[src/design/source_token_lexer_macros.svh]
// Assertion macros used by the lexer scanner (stl_back).
`ifndef SOURCE_TOKEN_LEXER_MACROS_SVH
`define SOURCE_TOKEN_LEXER_MACROS_SVH
`ifndef SYNTHESIS
`define STL_ASSERT(label, clk, rst, prop, msg) \
   label: assert property (@(posedge clk) disable iff (rst) (prop)) else $error(msg);
`define STL_ASSERT_NORST(label, clk, prop, msg) \
   label: assert property (@(posedge clk) (prop)) else $error(msg);
`else
`define STL_ASSERT(label, clk, rst, prop, msg)
`define STL_ASSERT_NORST(label, clk, prop, msg)
`endif
`endif

[src/design/stl_pkg.sv]
package stl_pkg;

   localparam int KeywordBytesDefault = 8;
   localparam int LengthBitsDefault   = 16;
   localparam int LineBitsDefault     = 20;
   localparam int ColumnBits          = 16;
   localparam int KindBits            = 6;
   localparam int ModeBits            = 5;

   // Scanner modes.
   localparam logic [ModeBits-1:0] M_IDLE    = 5'd0;
   localparam logic [ModeBits-1:0] M_IDENT   = 5'd1;
   localparam logic [ModeBits-1:0] M_ZERO    = 5'd2;
   localparam logic [ModeBits-1:0] M_INT     = 5'd3;
   localparam logic [ModeBits-1:0] M_FRAC    = 5'd4;
   localparam logic [ModeBits-1:0] M_STR     = 5'd5;
   localparam logic [ModeBits-1:0] M_STRBAD  = 5'd6;
   localparam logic [ModeBits-1:0] M_SLASH   = 5'd7;
   localparam logic [ModeBits-1:0] M_COMMENT = 5'd8;
   localparam logic [ModeBits-1:0] M_PLUS    = 5'd9;
   localparam logic [ModeBits-1:0] M_MINUS   = 5'd10;
   localparam logic [ModeBits-1:0] M_STAR    = 5'd11;
   localparam logic [ModeBits-1:0] M_EQ      = 5'd12;
   localparam logic [ModeBits-1:0] M_BANG    = 5'd13;
   localparam logic [ModeBits-1:0] M_LT      = 5'd14;
   localparam logic [ModeBits-1:0] M_LT2     = 5'd15;
   localparam logic [ModeBits-1:0] M_GT      = 5'd16;
   localparam logic [ModeBits-1:0] M_GT2     = 5'd17;
   localparam logic [ModeBits-1:0] M_AMP     = 5'd18;
   localparam logic [ModeBits-1:0] M_AMP2    = 5'd19;
   localparam logic [ModeBits-1:0] M_BAR     = 5'd20;
   localparam logic [ModeBits-1:0] M_BAR2    = 5'd21;
   localparam logic [ModeBits-1:0] M_HASH    = 5'd22;
   localparam logic [ModeBits-1:0] M_DIRECT  = 5'd23;

   // Token kinds.
   localparam logic [KindBits-1:0] K_ERROR  = 6'd0;
   localparam logic [KindBits-1:0] K_IDENT  = 6'd1;
   localparam logic [KindBits-1:0] K_NUMBER = 6'd2;
   localparam logic [KindBits-1:0] K_STRING = 6'd3;
   localparam logic [KindBits-1:0] K_ASSIGN = 6'd24;
   localparam logic [KindBits-1:0] K_PLUS   = 6'd25;
   localparam logic [KindBits-1:0] K_PLUSEQ = 6'd26;
   localparam logic [KindBits-1:0] K_MINUS  = 6'd27;
   localparam logic [KindBits-1:0] K_MINEQ  = 6'd28;
   localparam logic [KindBits-1:0] K_STAR   = 6'd29;
   localparam logic [KindBits-1:0] K_STAREQ = 6'd30;
   localparam logic [KindBits-1:0] K_SLASH  = 6'd31;
   localparam logic [KindBits-1:0] K_SLASHEQ = 6'd32;
   localparam logic [KindBits-1:0] K_SHL    = 6'd33;
   localparam logic [KindBits-1:0] K_SHLEQ  = 6'd34;
   localparam logic [KindBits-1:0] K_SHR    = 6'd35;
   localparam logic [KindBits-1:0] K_SHREQ  = 6'd36;
   localparam logic [KindBits-1:0] K_AMP    = 6'd37;
   localparam logic [KindBits-1:0] K_AMPEQ  = 6'd38;
   localparam logic [KindBits-1:0] K_BAR    = 6'd39;
   localparam logic [KindBits-1:0] K_BAREQ  = 6'd40;
   localparam logic [KindBits-1:0] K_BANG   = 6'd41;
   localparam logic [KindBits-1:0] K_NOTEQ  = 6'd42;
   localparam logic [KindBits-1:0] K_LT     = 6'd43;
   localparam logic [KindBits-1:0] K_LE     = 6'd44;
   localparam logic [KindBits-1:0] K_GT     = 6'd45;
   localparam logic [KindBits-1:0] K_GE     = 6'd46;
   localparam logic [KindBits-1:0] K_EQEQ   = 6'd47;
   localparam logic [KindBits-1:0] K_ANDAND = 6'd48;
   localparam logic [KindBits-1:0] K_ANDANDEQ = 6'd49;
   localparam logic [KindBits-1:0] K_OROR   = 6'd50;
   localparam logic [KindBits-1:0] K_ORbusEQ = 6'd51;
   localparam logic [KindBits-1:0] K_LBRACE = 6'd52;
   localparam logic [KindBits-1:0] K_RBRACE = 6'd53;
   localparam logic [KindBits-1:0] K_LBRACK = 6'd54;
   localparam logic [KindBits-1:0] K_RBRACK = 6'd55;
   localparam logic [KindBits-1:0] K_LPAREN = 6'd56;
   localparam logic [KindBits-1:0] K_RPAREN = 6'd57;
   localparam logic [KindBits-1:0] K_SEMI   = 6'd58;
   localparam logic [KindBits-1:0] K_COLON  = 6'd59;
   localparam logic [KindBits-1:0] K_DOT    = 6'd60;
   localparam logic [KindBits-1:0] K_COMMA  = 6'd61;
   localparam logic [KindBits-1:0] K_CARET  = 6'd62;
   localparam logic [KindBits-1:0] K_END    = 6'd63;

   // Raw request (text byte and end flag) passed from the front to the back.
   typedef struct packed {
      logic [7:0] text_byte;
      logic       end_of_text;
   } req_type;

   function automatic logic is_alpha(input logic [7:0] c);
      return (c >= 8'h61 && c <= 8'h7a) || (c >= 8'h41 && c <= 8'h5a) || c == 8'h5f;
   endfunction

   function automatic logic is_num(input logic [7:0] c);
      return c >= 8'h30 && c <= 8'h39;
   endfunction

endpackage

[src/design/stl_front.sv]
// Input side: a two-entry queue that decouples request acceptance from the scanner.
module stl_front import stl_pkg::*; (
   input  logic    clock,
   input  logic    reset,
   input  logic    in_valid,
   output logic    in_ready,
   input  req_type in_data,
   output logic    out_valid,
   input  logic    out_ready,
   output req_type out_data
);

   req_type     slot_ff [2];
   req_type     slot_in [2];
   logic [1:0]  count_ff, count_in;
   logic        rd_ff, rd_in, wr_ff, wr_in;
   logic        push, pop;

   assign in_ready  = count_ff != 2'd2;
   assign out_valid = count_ff != 2'd0;
   assign out_data  = slot_ff[rd_ff];
   assign push      = in_valid && in_ready;
   assign pop       = out_valid && out_ready;

   // Pointer and fill updates.
   always_comb begin
      slot_in  = slot_ff;
      count_in = count_ff;
      rd_in    = rd_ff;
      wr_in    = wr_ff;
      if (push) begin
         slot_in[wr_ff] = in_data;
         wr_in = ~wr_ff;
      end
      if (pop) begin
         rd_in = ~rd_ff;
      end
      case ({push, pop})
         2'b10:   count_in = count_ff + 2'd1;
         2'b01:   count_in = count_ff - 2'd1;
         default: count_in = count_ff;
      endcase
   end

   always_ff @(posedge clock) begin
      slot_ff <= slot_in;
      if (reset) begin
         count_ff <= 2'd0;
         rd_ff    <= 1'b0;
         wr_ff    <= 1'b0;
      end else begin
         count_ff <= count_in;
         rd_ff    <= rd_in;
         wr_ff    <= wr_in;
      end
   end

endmodule

[src/design/stl_back.sv]
// Scanner: one request per cycle unless the token queue stalls it; emits up to two tokens.
`include "source_token_lexer_macros.svh"
module stl_back import stl_pkg::*; #(
   parameter int KEYWORD_BYTES = KeywordBytesDefault,
   parameter int LENGTH_BITS   = LengthBitsDefault,
   parameter int LINE_BITS     = LineBitsDefault
) (
   input  logic                   clock,
   input  logic                   reset,
   input  logic                   in_valid,
   output logic                   in_ready,
   input  req_type                in_data,
   output logic                   rsp_tvalid,
   input  logic                   rsp_tready,
   output logic [KindBits-1:0]    rsp_kind,
   output logic [LINE_BITS-1:0]   rsp_line,
   output logic [ColumnBits-1:0]  rsp_col,
   output logic [LENGTH_BITS-1:0] rsp_raw,
   output logic [LENGTH_BITS-1:0] rsp_esc,
   output logic                   rsp_frac,
   output logic                   rsp_last
);

   localparam logic [LENGTH_BITS-1:0] LenMax  = '1;
   localparam logic [LINE_BITS-1:0]   LineMax = '1;
   localparam logic [ColumnBits-1:0]  ColMax  = '1;

   typedef struct packed {
      logic [KindBits-1:0]    kind;
      logic [LINE_BITS-1:0]   line;
      logic [ColumnBits-1:0]  col;
      logic [LENGTH_BITS-1:0] raw;
      logic [LENGTH_BITS-1:0] esc;
      logic                   frac;
      logic                   last;
   } tok_type;

   // Scanner state.
   logic [ModeBits-1:0]    mode_ff, mode_in;
   logic [7:0]             kbuf_ff [KEYWORD_BYTES];
   logic [7:0]             kbuf_in [KEYWORD_BYTES];
   logic [LENGTH_BITS-1:0] tlen_ff, tlen_in, elen_ff, elen_in;
   logic                   escp_ff, escp_in, frac_ff, frac_in;
   logic [LINE_BITS-1:0]   line_ff, line_in, sline_ff, sline_in;
   logic [ColumnBits-1:0]  col_ff, col_in, scol_ff, scol_in;

   // Output queue of four tokens.
   tok_type     q_ff [4];
   tok_type     q_in [4];
   logic [2:0]  qcnt_ff, qcnt_in;
   logic [1:0]  qrd_ff, qrd_in, qwr_ff;
   logic [1:0]  qwr_in;

   tok_type     t0, t1;
   logic        e0, e1;
   logic        fire;

   function automatic logic [LENGTH_BITS-1:0] inc_len(input logic [LENGTH_BITS-1:0] v);
      return (v == LenMax) ? v : v + 1'b1;
   endfunction

   function automatic logic [LINE_BITS-1:0] inc_line(input logic [LINE_BITS-1:0] v);
      return (v == LineMax) ? v : v + 1'b1;
   endfunction

   function automatic logic [ColumnBits-1:0] inc_col(input logic [ColumnBits-1:0] v);
      return (v == ColMax) ? v : v + 1'b1;
   endfunction

   // Compares the word buffer with a fixed word of up to eight letters.
   function automatic logic word_eq(input logic [7:0] buf_w [KEYWORD_BYTES],
                                    input logic [63:0] w, input int n);
      logic ok;
      ok = 1'b1;
      for (int i = 0; i < 8; i++) begin
         if (i < n && buf_w[i] != w[8*(7-i) +: 8]) ok = 1'b0;
      end
      return ok;
   endfunction

   function automatic logic [KindBits-1:0] key_kind(input logic [7:0] b [KEYWORD_BYTES],
                                                    input logic [LENGTH_BITS-1:0] n);
      logic [KindBits-1:0] k;
      k = K_IDENT;
      case (n)
         LENGTH_BITS'(2): if (word_eq(b, {"if", 48'd0}, 2)) k = 6'd13;
         LENGTH_BITS'(3): begin
            if (word_eq(b, {"var", 40'd0}, 3)) k = 6'd4;
            if (word_eq(b, {"for", 40'd0}, 3)) k = 6'd15;
         end
         LENGTH_BITS'(4): begin
            if (word_eq(b, {"proc", 32'd0}, 4)) k = 6'd5;
            if (word_eq(b, {"null", 32'd0}, 4)) k = 6'd8;
            if (word_eq(b, {"true", 32'd0}, 4)) k = 6'd9;
            if (word_eq(b, {"else", 32'd0}, 4)) k = 6'd14;
            if (word_eq(b, {"cast", 32'd0}, 4)) k = 6'd19;
         end
         LENGTH_BITS'(5): begin
            if (word_eq(b, {"false", 24'd0}, 5)) k = 6'd10;
            if (word_eq(b, {"while", 24'd0}, 5)) k = 6'd16;
            if (word_eq(b, {"break", 24'd0}, 5)) k = 6'd17;
         end
         LENGTH_BITS'(6): begin
            if (word_eq(b, {"struct", 16'd0}, 6)) k = 6'd6;
            if (word_eq(b, {"return", 16'd0}, 6)) k = 6'd7;
            if (word_eq(b, {"sizeof", 16'd0}, 6)) k = 6'd11;
            if (word_eq(b, {"typeof", 16'd0}, 6)) k = 6'd12;
         end
         LENGTH_BITS'(8): if (word_eq(b, "continue", 8)) k = 6'd18;
         default: k = K_IDENT;
      endcase
      return k;
   endfunction

   function automatic logic [KindBits-1:0] dir_kind(input logic [7:0] b [KEYWORD_BYTES],
                                                    input logic [LENGTH_BITS-1:0] n);
      logic [KindBits-1:0] k;
      k = K_ERROR;
      case (n)
         LENGTH_BITS'(5): if (word_eq(b, {"print", 24'd0}, 5)) k = 6'd20;
         LENGTH_BITS'(6): begin
            if (word_eq(b, {"assert", 16'd0}, 6)) k = 6'd21;
            if (word_eq(b, {"c_code", 16'd0}, 6)) k = 6'd23;
         end
         LENGTH_BITS'(7): if (word_eq(b, {"foreign", 8'd0}, 7)) k = 6'd22;
         default: k = K_ERROR;
      endcase
      return k;
   endfunction

   assign in_ready = qcnt_ff <= 3'd2;
   assign fire     = in_valid && in_ready;

   // Scanner next state and token generation.
   always_comb begin
      logic [7:0]          c;
      logic                eot, consumed, got_op;
      logic [KindBits-1:0] op_a, op_e;
      logic [7:0]          pk;
      c        = in_data.text_byte;
      eot      = in_data.end_of_text || c == 8'd0;
      mode_in  = mode_ff;
      kbuf_in  = kbuf_ff;
      tlen_in  = tlen_ff;
      elen_in  = elen_ff;
      escp_in  = escp_ff;
      frac_in  = frac_ff;
      line_in  = line_ff;
      col_in   = col_ff;
      sline_in = sline_ff;
      scol_in  = scol_ff;
      e0 = 1'b0;
      e1 = 1'b0;
      t0 = '0;
      t1 = '0;
      consumed = 1'b0;
      got_op = 1'b0;
      op_a = K_ERROR;
      op_e = K_ERROR;
      pk = 8'd0;
      t0.line = sline_ff;
      t0.col  = scol_ff;
      t0.raw  = tlen_ff;

      // Pending token in progress.
      case (mode_ff)
         M_IDENT: begin
            if (!eot && (is_alpha(c) || is_num(c))) begin
               for (int i = 0; i < KEYWORD_BYTES; i++)
                  if (tlen_ff == LENGTH_BITS'(i)) kbuf_in[i] = c;
               tlen_in = inc_len(tlen_ff);
               col_in = inc_col(col_ff);
               consumed = 1'b1;
            end else begin
               e0 = 1'b1;
               t0.kind = key_kind(kbuf_ff, tlen_ff);
            end
         end
         M_ZERO, M_INT, M_FRAC: begin
            if (!eot && mode_ff != M_ZERO && is_num(c)) begin
               tlen_in = inc_len(tlen_ff);
               col_in = inc_col(col_ff);
               consumed = 1'b1;
            end else if (!eot && mode_ff != M_FRAC && c == 8'h2e) begin
               frac_in = 1'b1;
               mode_in = M_FRAC;
               tlen_in = inc_len(tlen_ff);
               col_in = inc_col(col_ff);
               consumed = 1'b1;
            end else begin
               e0 = 1'b1;
               t0.kind = K_NUMBER;
               t0.frac = frac_ff;
            end
         end
         M_STR, M_STRBAD: begin
            if (eot) begin
               e0 = 1'b1;
               t0.kind = K_ERROR;
            end else begin
               consumed = 1'b1;
               if (c == 8'h0a) line_in = inc_line(line_ff);
               col_in = inc_col(col_ff);
               if (escp_ff) begin
                  escp_in = 1'b0;
                  if (!(c == 8'h22 || c == 8'h5c || c == 8'h62 || c == 8'h66 ||
                        c == 8'h6e || c == 8'h72 || c == 8'h74))
                     mode_in = M_STRBAD;
                  tlen_in = inc_len(tlen_ff);
                  elen_in = inc_len(elen_ff);
               end else if (c == 8'h22) begin
                  e0 = 1'b1;
                  if (mode_ff == M_STR) begin
                     t0.kind = K_STRING;
                     t0.esc = elen_ff;
                  end else begin
                     t0.kind = K_ERROR;
                  end
                  mode_in = M_IDLE;
               end else if (c == 8'h5c) begin
                  escp_in = 1'b1;
                  tlen_in = inc_len(tlen_ff);
               end else begin
                  tlen_in = inc_len(tlen_ff);
                  elen_in = inc_len(elen_ff);
               end
            end
         end
         M_SLASH: begin
            if (!eot && c == 8'h2f) begin
               mode_in = M_COMMENT;
               col_in = inc_col(col_ff);
               consumed = 1'b1;
            end else begin
               got_op = 1'b1;
               op_a = K_SLASH;
               op_e = K_SLASHEQ;
            end
         end
         M_COMMENT: begin
            if (!eot && c != 8'h0a) begin
               col_in = inc_col(col_ff);
               consumed = 1'b1;
            end
         end
         M_PLUS:  begin got_op = 1'b1; op_a = K_PLUS;   op_e = K_PLUSEQ;   end
         M_MINUS: begin got_op = 1'b1; op_a = K_MINUS;  op_e = K_MINEQ;    end
         M_STAR:  begin got_op = 1'b1; op_a = K_STAR;   op_e = K_STAREQ;   end
         M_EQ:    begin got_op = 1'b1; op_a = K_ASSIGN; op_e = K_EQEQ;     end
         M_BANG:  begin got_op = 1'b1; op_a = K_BANG;   op_e = K_NOTEQ;    end
         M_LT2:   begin got_op = 1'b1; op_a = K_SHL;    op_e = K_SHLEQ;    end
         M_GT2:   begin got_op = 1'b1; op_a = K_SHR;    op_e = K_SHREQ;    end
         M_AMP2:  begin got_op = 1'b1; op_a = K_ANDAND; op_e = K_ANDANDEQ; end
         M_BAR2:  begin got_op = 1'b1; op_a = K_OROR;   op_e = K_ORbusEQ;  end
         M_LT, M_GT, M_AMP, M_BAR: begin
            case (mode_ff)
               M_LT:    begin pk = 8'h3c; op_a = K_LT;  op_e = K_LE;    end
               M_GT:    begin pk = 8'h3e; op_a = K_GT;  op_e = K_GE;    end
               M_AMP:   begin pk = 8'h26; op_a = K_AMP; op_e = K_AMPEQ; end
               default: begin pk = 8'h7c; op_a = K_BAR; op_e = K_BAREQ; end
            endcase
            if (!eot && c == pk) begin
               tlen_in = inc_len(tlen_ff);
               mode_in = mode_ff + 5'd1;
               col_in = inc_col(col_ff);
               consumed = 1'b1;
            end else begin
               got_op = 1'b1;
            end
         end
         M_HASH: begin
            if (!eot && is_alpha(c)) begin
               kbuf_in[0] = c;
               tlen_in = inc_len(tlen_ff);
               mode_in = M_DIRECT;
               col_in = inc_col(col_ff);
               consumed = 1'b1;
            end else begin
               e0 = 1'b1;
               t0.kind = K_ERROR;
            end
         end
         M_DIRECT: begin
            if (!eot && (is_alpha(c) || is_num(c))) begin
               for (int i = 0; i < KEYWORD_BYTES; i++)
                  if (tlen_ff - 1'b1 == LENGTH_BITS'(i)) kbuf_in[i] = c;
               tlen_in = inc_len(tlen_ff);
               col_in = inc_col(col_ff);
               consumed = 1'b1;
            end else begin
               e0 = 1'b1;
               t0.kind = dir_kind(kbuf_ff, tlen_ff - 1'b1);
            end
         end
         default: consumed = 1'b0;
      endcase

      // Operator that may take a trailing '='; either way the operator is finished.
      if (got_op) begin
         e0 = 1'b1;
         if (!eot && c == 8'h3d) begin
            t0.kind = op_e;
            t0.raw = inc_len(tlen_ff);
            col_in = inc_col(col_ff);
            mode_in = M_IDLE;
            consumed = 1'b1;
         end else begin
            t0.kind = op_a;
         end
      end
      if (!consumed && mode_ff != M_STR && mode_ff != M_STRBAD) mode_in = M_IDLE;

      if (eot) begin
         // Pending token already flushed above; now the end token and a full reset.
         e1 = 1'b1;
         t1.kind = K_END;
         t1.line = line_ff;
         t1.col = col_ff;
         mode_in = M_IDLE;
         for (int i = 0; i < KEYWORD_BYTES; i++) kbuf_in[i] = 8'd0;
         tlen_in = '0;
         elen_in = '0;
         escp_in = 1'b0;
         frac_in = 1'b0;
         line_in = LINE_BITS'(1);
         col_in = ColumnBits'(1);
         sline_in = '0;
         scol_in = '0;
      end else if (!consumed) begin
         // Byte starts a new token.
         sline_in = line_ff;
         scol_in = col_ff;
         tlen_in = LENGTH_BITS'(1);
         elen_in = '0;
         escp_in = 1'b0;
         frac_in = 1'b0;
         t1.line = line_ff;
         t1.col = col_ff;
         t1.raw = LENGTH_BITS'(1);
         col_in = inc_col(col_ff);
         if (c == 8'h0a) begin
            line_in = inc_line(line_ff);
            col_in = ColumnBits'(1);
         end else if (c == 8'h20 || c == 8'h09 || c == 8'h0d || c == 8'h0b) begin
            col_in = inc_col(col_ff);
         end else if (is_alpha(c)) begin
            kbuf_in[0] = c;
            mode_in = M_IDENT;
         end else if (c == 8'h30) begin
            mode_in = M_ZERO;
         end else if (is_num(c)) begin
            mode_in = M_INT;
         end else begin
            e1 = 1'b1;
            case (c)
               8'h22: begin mode_in = M_STR; tlen_in = '0; e1 = 1'b0; end
               8'h2f: begin mode_in = M_SLASH; e1 = 1'b0; end
               8'h2b: begin mode_in = M_PLUS;  e1 = 1'b0; end
               8'h2d: begin mode_in = M_MINUS; e1 = 1'b0; end
               8'h2a: begin mode_in = M_STAR;  e1 = 1'b0; end
               8'h3d: begin mode_in = M_EQ;    e1 = 1'b0; end
               8'h21: begin mode_in = M_BANG;  e1 = 1'b0; end
               8'h3c: begin mode_in = M_LT;    e1 = 1'b0; end
               8'h3e: begin mode_in = M_GT;    e1 = 1'b0; end
               8'h26: begin mode_in = M_AMP;   e1 = 1'b0; end
               8'h7c: begin mode_in = M_BAR;   e1 = 1'b0; end
               8'h23: begin mode_in = M_HASH;  e1 = 1'b0; end
               8'h7b: t1.kind = K_LBRACE;
               8'h7d: t1.kind = K_RBRACE;
               8'h5b: t1.kind = K_LBRACK;
               8'h5d: t1.kind = K_RBRACK;
               8'h28: t1.kind = K_LPAREN;
               8'h29: t1.kind = K_RPAREN;
               8'h3b: t1.kind = K_SEMI;
               8'h3a: t1.kind = K_COLON;
               8'h2e: t1.kind = K_DOT;
               8'h2c: t1.kind = K_COMMA;
               8'h5e: t1.kind = K_CARET;
               default: t1.kind = K_ERROR;
            endcase
         end
      end
      t0.last = !e1;
      t1.last = 1'b1;
   end

   // Output queue: up to two pushes and one pop a cycle.
   always_comb begin
      logic [2:0] n;
      logic [1:0] w;
      q_in = q_ff;
      w = qwr_ff;
      n = 3'd0;
      if (fire && e0) begin
         q_in[w] = t0;
         w = w + 2'd1;
         n = n + 3'd1;
      end
      if (fire && e1) begin
         q_in[w] = t1;
         w = w + 2'd1;
         n = n + 3'd1;
      end
      qwr_in = w;
      qrd_in = (rsp_tvalid && rsp_tready) ? qrd_ff + 2'd1 : qrd_ff;
      qcnt_in = qcnt_ff + n - ((rsp_tvalid && rsp_tready) ? 3'd1 : 3'd0);
   end

   assign rsp_tvalid = qcnt_ff != 3'd0;
   assign rsp_kind   = q_ff[qrd_ff].kind;
   assign rsp_line   = q_ff[qrd_ff].line;
   assign rsp_col    = q_ff[qrd_ff].col;
   assign rsp_raw    = q_ff[qrd_ff].raw;
   assign rsp_esc    = q_ff[qrd_ff].esc;
   assign rsp_frac   = q_ff[qrd_ff].frac;
   assign rsp_last   = q_ff[qrd_ff].last;

   always_ff @(posedge clock) begin
      q_ff <= q_in;
      if (reset) begin
         qcnt_ff  <= 3'd0;
         qrd_ff   <= 2'd0;
         qwr_ff   <= 2'd0;
         mode_ff  <= M_IDLE;
         for (int i = 0; i < KEYWORD_BYTES; i++) kbuf_ff[i] <= 8'd0;
         tlen_ff  <= '0;
         elen_ff  <= '0;
         escp_ff  <= 1'b0;
         frac_ff  <= 1'b0;
         line_ff  <= LINE_BITS'(1);
         col_ff   <= ColumnBits'(1);
         sline_ff <= '0;
         scol_ff  <= '0;
      end else begin
         qcnt_ff <= qcnt_in;
         qrd_ff  <= qrd_in;
         qwr_ff  <= qwr_in;
         if (fire) begin
            mode_ff  <= mode_in;
            kbuf_ff  <= kbuf_in;
            tlen_ff  <= tlen_in;
            elen_ff  <= elen_in;
            escp_ff  <= escp_in;
            frac_ff  <= frac_in;
            line_ff  <= line_in;
            col_ff   <= col_in;
            sline_ff <= sline_in;
            scol_ff  <= scol_in;
         end
      end
   end

   `STL_ASSERT(a_qcnt_bound, clock, reset, qcnt_ff <= 3'd4, "token queue overflow")
   `STL_ASSERT(a_no_accept_full, clock, reset, qcnt_ff > 3'd2 |-> !in_ready, "accept when full")
   `STL_ASSERT(a_line_nonzero, clock, reset, line_ff != '0, "line counter reached zero")
   `STL_ASSERT(a_end_resets, clock, reset,
      fire && e1 && t1.kind == K_END |=> mode_ff == M_IDLE, "end token left scanner busy")

endmodule

[src/design/source_token_lexer.sv]
// Requests pass through the input queue and the scanner; tokens are registered in the token queue.
// Throughput: one source byte per cycle unless stalled; each byte yields at most two tokens,
// drained one a cycle while rsp_tready is high. The input stalls when the four-entry token queue
// cannot take two more tokens and the two-entry input queue has filled behind it.
// Reset: synchronous, active high; scanner returns to idle at line 1, column 1, queues empty.
module source_token_lexer import stl_pkg::*; #(
   parameter int KEYWORD_BYTES = KeywordBytesDefault,
   parameter int LENGTH_BITS   = LengthBitsDefault,
   parameter int LINE_BITS     = LineBitsDefault
) (
   input  logic                   clock,
   input  logic                   reset,
   input  logic                   req_tvalid,
   output logic                   req_tready,
   input  logic [7:0]             req_tdata,   // text_byte
   input  logic                   req_tlast,   // end_of_text
   output logic                   rsp_tvalid,
   input  logic                   rsp_tready,
   // kind, start line, start column, raw length, unescaped length, fraction flag, zero padding
   output logic [((KindBits+LINE_BITS+ColumnBits+2*LENGTH_BITS+1+7)/8)*8-1:0] rsp_tdata,
   output logic                   rsp_tlast    // last_of_run
);

   localparam int FieldBits = KindBits + LINE_BITS + ColumnBits + 2 * LENGTH_BITS + 1;
   localparam int DataBits  = ((FieldBits + 7) / 8) * 8;

   req_type                q_data, in_req;
   logic                   q_valid, q_ready;
   logic [KindBits-1:0]    kind;
   logic [LINE_BITS-1:0]   line;
   logic [ColumnBits-1:0]  col;
   logic [LENGTH_BITS-1:0] raw, esc;
   logic                   frac;

   assign in_req.text_byte   = req_tdata;
   assign in_req.end_of_text = req_tlast;

   stl_front u_front (
      .clock, .reset,
      .in_valid(req_tvalid), .in_ready(req_tready), .in_data(in_req),
      .out_valid(q_valid), .out_ready(q_ready), .out_data(q_data)
   );

   stl_back #(
      .KEYWORD_BYTES(KEYWORD_BYTES), .LENGTH_BITS(LENGTH_BITS), .LINE_BITS(LINE_BITS)
   ) u_back (
      .clock, .reset,
      .in_valid(q_valid), .in_ready(q_ready), .in_data(q_data),
      .rsp_tvalid, .rsp_tready,
      .rsp_kind(kind), .rsp_line(line), .rsp_col(col),
      .rsp_raw(raw), .rsp_esc(esc), .rsp_frac(frac), .rsp_last(rsp_tlast)
   );

   // Fields packed from the lowest bit up, padded with zeros to whole bytes.
   assign rsp_tdata = DataBits'({frac, esc, raw, col, line, kind});

endmodule

[config.mk]
export PLATFORM = sky130hd
export DESIGN_NAME = source_token_lexer
export DESIGN_NICKNAME = d
export VERILOG_FILES = /design/src/design/stl_pkg.sv /design/src/design/stl_front.sv /design/src/design/stl_back.sv /design/src/design/source_token_lexer.sv
export VERILOG_INCLUDE_DIRS = /design/src /design/src/design
export SDC_FILE = /design/constraint.sdc
export NUM_CORES = 1
export LEC_CHECK = 0
export CAP_MARGIN = 10
export CORE_ASPECT_RATIO = 0.75
export CORE_MARGIN = 4
export CORE_UTILIZATION = 40
export CTS_BUF_LIST = sky130_fd_sc_hd__clkbuf_16
export DETAILED_ROUTE_END_ITERATION = 8
export DONT_BUFFER_PORTS = 1
export GPL_TIMING_DRIVEN = 0
export PLACE_DENSITY = 0.54
export SLEW_MARGIN = 20
export SYNTH_ARGS = -nofsm -noshare
export SYNTH_HDL_FRONTEND = slang
export SYNTH_SLANG_ARGS = --single-unit
[constraint.sdc]
create_clock -name clock -period 6.2 [get_ports clock]
set_input_delay 1.55 -clock clock [delete_from_list [all_inputs] [get_ports clock]]
set_output_delay 1.55 -clock clock [all_outputs]
set_load 0.02 [all_outputs]
==> flow_summary.yaml <==
worst_setup_path:
  worstPathRequired_ns: 6.67
  critical_path_arrival_ns: 5.99
  cp-start-kind: "flop"
  crit_fanout: 10
  cp-end-kind: "flop"
  worstSetupPathType: "flop to flop"
floorplan:
  ioPinCount: 96
  rows: 83
  die-area_um2: 74430
  core_area_um2: 68960
  initial_core_util_pct: 40.66
  die_w_um: 313.7
  die_h_um: 237.3
synthesis:
  synth_area_um2: 28030
  yosysUniqueCellTypes: 106
  synth_edf_count: 18
  ys.flop_type: "dfxtp_1"
  synth_seq_cells: 508
  yosys_warnings: 0
  syn_inst: 3225
  ys_seq_area_share_pct: 36.92
  avgSynthCellArea_um2: 8.693
  async_flop_share_pct: 0
cts:
  clk_latency_ns: 0.64
  numCtsBuffers: 55
  cts_tree: "built"
  post-cts-setup-buffers: 0
  hold_buffers: 0
  h-tree-depth: 2
  clock_sinks: 508
  path_clk_slew_ns: 0.06
  cts-root-buf: "clkbuf_16"
  clockBufferDepth: 3
  cts-resized-gates: 0
timing:
  finalSetupViolations: 0
  slew_viol_final: 0
  max_slew_margin_pct: 21.94
  finalHoldViolCount: 0
  finalCritPeriodShare_pct: 88.92
  final.setup_skew_ns: 0.03661
  rsz0062_at_grt: "no"
  tightest_slew_ns: 1.167
  tns_ns: 0
  min_period_ns: 5.513
  timing.fmax_mhz: 181.4
  worst_slack_ns: 0.6870
pwr:
  peakVddDrop_mv: 0.2411
  p_per_area_nw_per_um2: 344.6
  total_power_mw: 10.67
  power_leakage_nw: 11.67
placed_design:
  numPortBuffers: 0
  place_ws_ns: 0.8146
  place.gp.congestion: 0.9868
  dp_hpwl_um: 85200
final_layout:
  area_growth_pct: 10.50
  antenna_cells: 0
  fin_nets: 3328
  drive_gt1_share_pct: 10.71
  fillerInstances: 6810
  multi_input_area_um2: 16320
  seq_area_um2: 10350
route:
  drtPass1Iterations: 7
  ant_nets: 0
  drc: 0
  vias_per_cell: 6.458
  first_iter_violations: 3758
  wl_per_cell_um: 27.26
  vias: 27570
  drt-total-wl_um: 116400
global_route:
  grt_pass1_vias: 25790
  grt_max_degree: 15
  antenna_found_initial: 5
  gr-total-overflow: 0
  grt_pass1_wl_um: 171700
  grt_usage_pct: 29.92
run:
  cap_violations: 0
run_status:
  status: "finished, final reports clean"
hold_path:
  hp-class: "flop to flop"
==> through the flow <==
stage	cell area, um^2	hold slack [ns]	instances	utilization [%]
CTS	30970	0.4534	4269	44.91
floorplan	28050	0.4287	3229	-
global placement	29220	0.4376	4164	42.37
detailed placement	29260	0.4452	4165	42.43
finish	30980	0.4531	4269	44.92
global route	30980	0.4764	4269	44.92
==> layout make-up <==
type | count | share of cell area [%]
Inverter | 35 | 0.4241
Clock buffer | 57 | 4.605
Buffer | 287 | 4.148
Tap cell | 935 | 3.777
Timing Repair Buffer | 1 | 0.03635
Sequential cell | 508 | 33.41
Clock inverter | 47 | 0.9128
Multi-Input combinational cell | 2399 | 52.69
==> per-layer routing <==
metal / global-route usage (%) / routed length [um] / up-vias
li1: - / - / 12080
met1: 46.13 / 54010 / 13640
met2: 41.09 / 46360 / 1658
met3: 7.043 / 12910 / 195
met4: 8.137 / 2985 / 2
met5: 0.9470 / 100 / -
==> layout by cell type (no fill, tap or decap), types with 19 or more instances in the layout <==
master / n
dfxtp_1: 490
nor2_1: 312
nand3_1: 242
nand2_1: 230
mux2i_1: 217
o21ai_0: 166
clkbuf_1: 156
a21oi_1: 149
buf_2: 91
a31oi_1: 86
and2_1: 76
mux4_2: 76
a211oi_1: 67
o21ai_1: 66
nor3_1: 61
clkbuf_16: 57
and3_1: 49
nand4_1: 45
inv_1: 42
nor4_1: 33
xnor2_1: 32
ha_1: 27
nand2b_1: 21
nor2b_1: 20
nor3b_1: 19
==> where the power goes <==
group          internal, mW  switching, mW
logic                  1.04           2.61
clock network          1.72           1.48
registers              3.61          0.215
total                  6.37           4.30
==> flip-flops by register name (all words and copies together) (netlist names) <==
| register | flops |
|---|---|
| u_back.col_ff | 16 |
| u_back.elen_ff | 16 |
| u_back.escp_ff | 1 |
| u_back.frac_ff | 1 |
| u_back.kbuf_ff | 64 |
| u_back.line_ff | 20 |
| u_back.mode_ff | 5 |
| u_back.q_ff | 304 |
| u_back.qcnt_ff | 3 |
| u_back.qrd_ff | 2 |
| u_back.qwr_ff | 2 |
| u_back.scol_ff | 16 |
| u_back.sline_ff | 20 |
| u_back.tlen_ff | 16 |
| u_front.count_ff | 2 |
| u_front.rd_ff | 1 |
| u_front.slot_ff | 18 |
| u_front.wr_ff | 1 |
==> worst paths after layout <==
check	start	to	slack (ns)	cells past startpoint
max reg2reg	u_front.rd_ff	u_back.q_ff[299]	0.69	15
min reg2reg	u_back.q_ff[243]	u_back.q_ff[243]	0.45	2
min	u_back.q_ff[243]	u_back.q_ff[243]	0.45	2
max	u_front.rd_ff	u_back.q_ff[299]	0.69	15
==> kinds of logic after synthesis <==
group,after synthesis,synth area share (%)
XOR/XNOR,41,1.281
AND/OR/NAND/NOR,1252,23.08
multiplexers,302,14.25
adder cells (fa/ha/maj),28,1.276
AO/OA/AOI/OAI,771,18.15
flip-flops,508,36.92
buffers and inverters,322,5.030
other,1,0.01338
==> synthesized netlist by cell type, types with 20 or more instances <==
library cell,n,area share [%]
dfxtp_1,490,35
nor2_1,313,4.2
nand3_1,242,4.3
nand2_1,230,3.1
mux2i_1,217,7.7
o21ai_0,167,3.0
clkbuf_1,158,2.1
a21oi_1,149,2.7
buf_2,89,1.6
a31oi_1,86,1.9
and2_1,76,1.7
mux4_2,76,6.1
a211oi_1,67,1.8
o21ai_1,65,1.2
nor3_1,62,1.1
and3_1,49,1.1
nand4_1,45,1.0
inv_1,35,0.47
nor4_1,34,0.76
xnor2_1,32,1.0
ha_1,27,1.2
nand2b_1,21,0.47
buf_1,20,0.27
nor2b_1,20,0.45
nor3b_1,20,0.54
==> worst max-delay path: stages, from the launching register on <==
cell and delay [ns]:
dfxtp_1 0.36, buf_2 0.24, mux2i_1 0.78, a21o_1 0.34, a22oi_1 0.21, o21ai_0 0.50, o2111ai_2 0.37, o21ai_2 0.43
mux2_2 0.43, inv_1 0.09, ha_1 0.17, nand2_1 0.07, nor3_2 0.30, buf_2 0.46, buf_2 0.42, a22oi_1 0.16
Power figures use the tool's default switching activity.
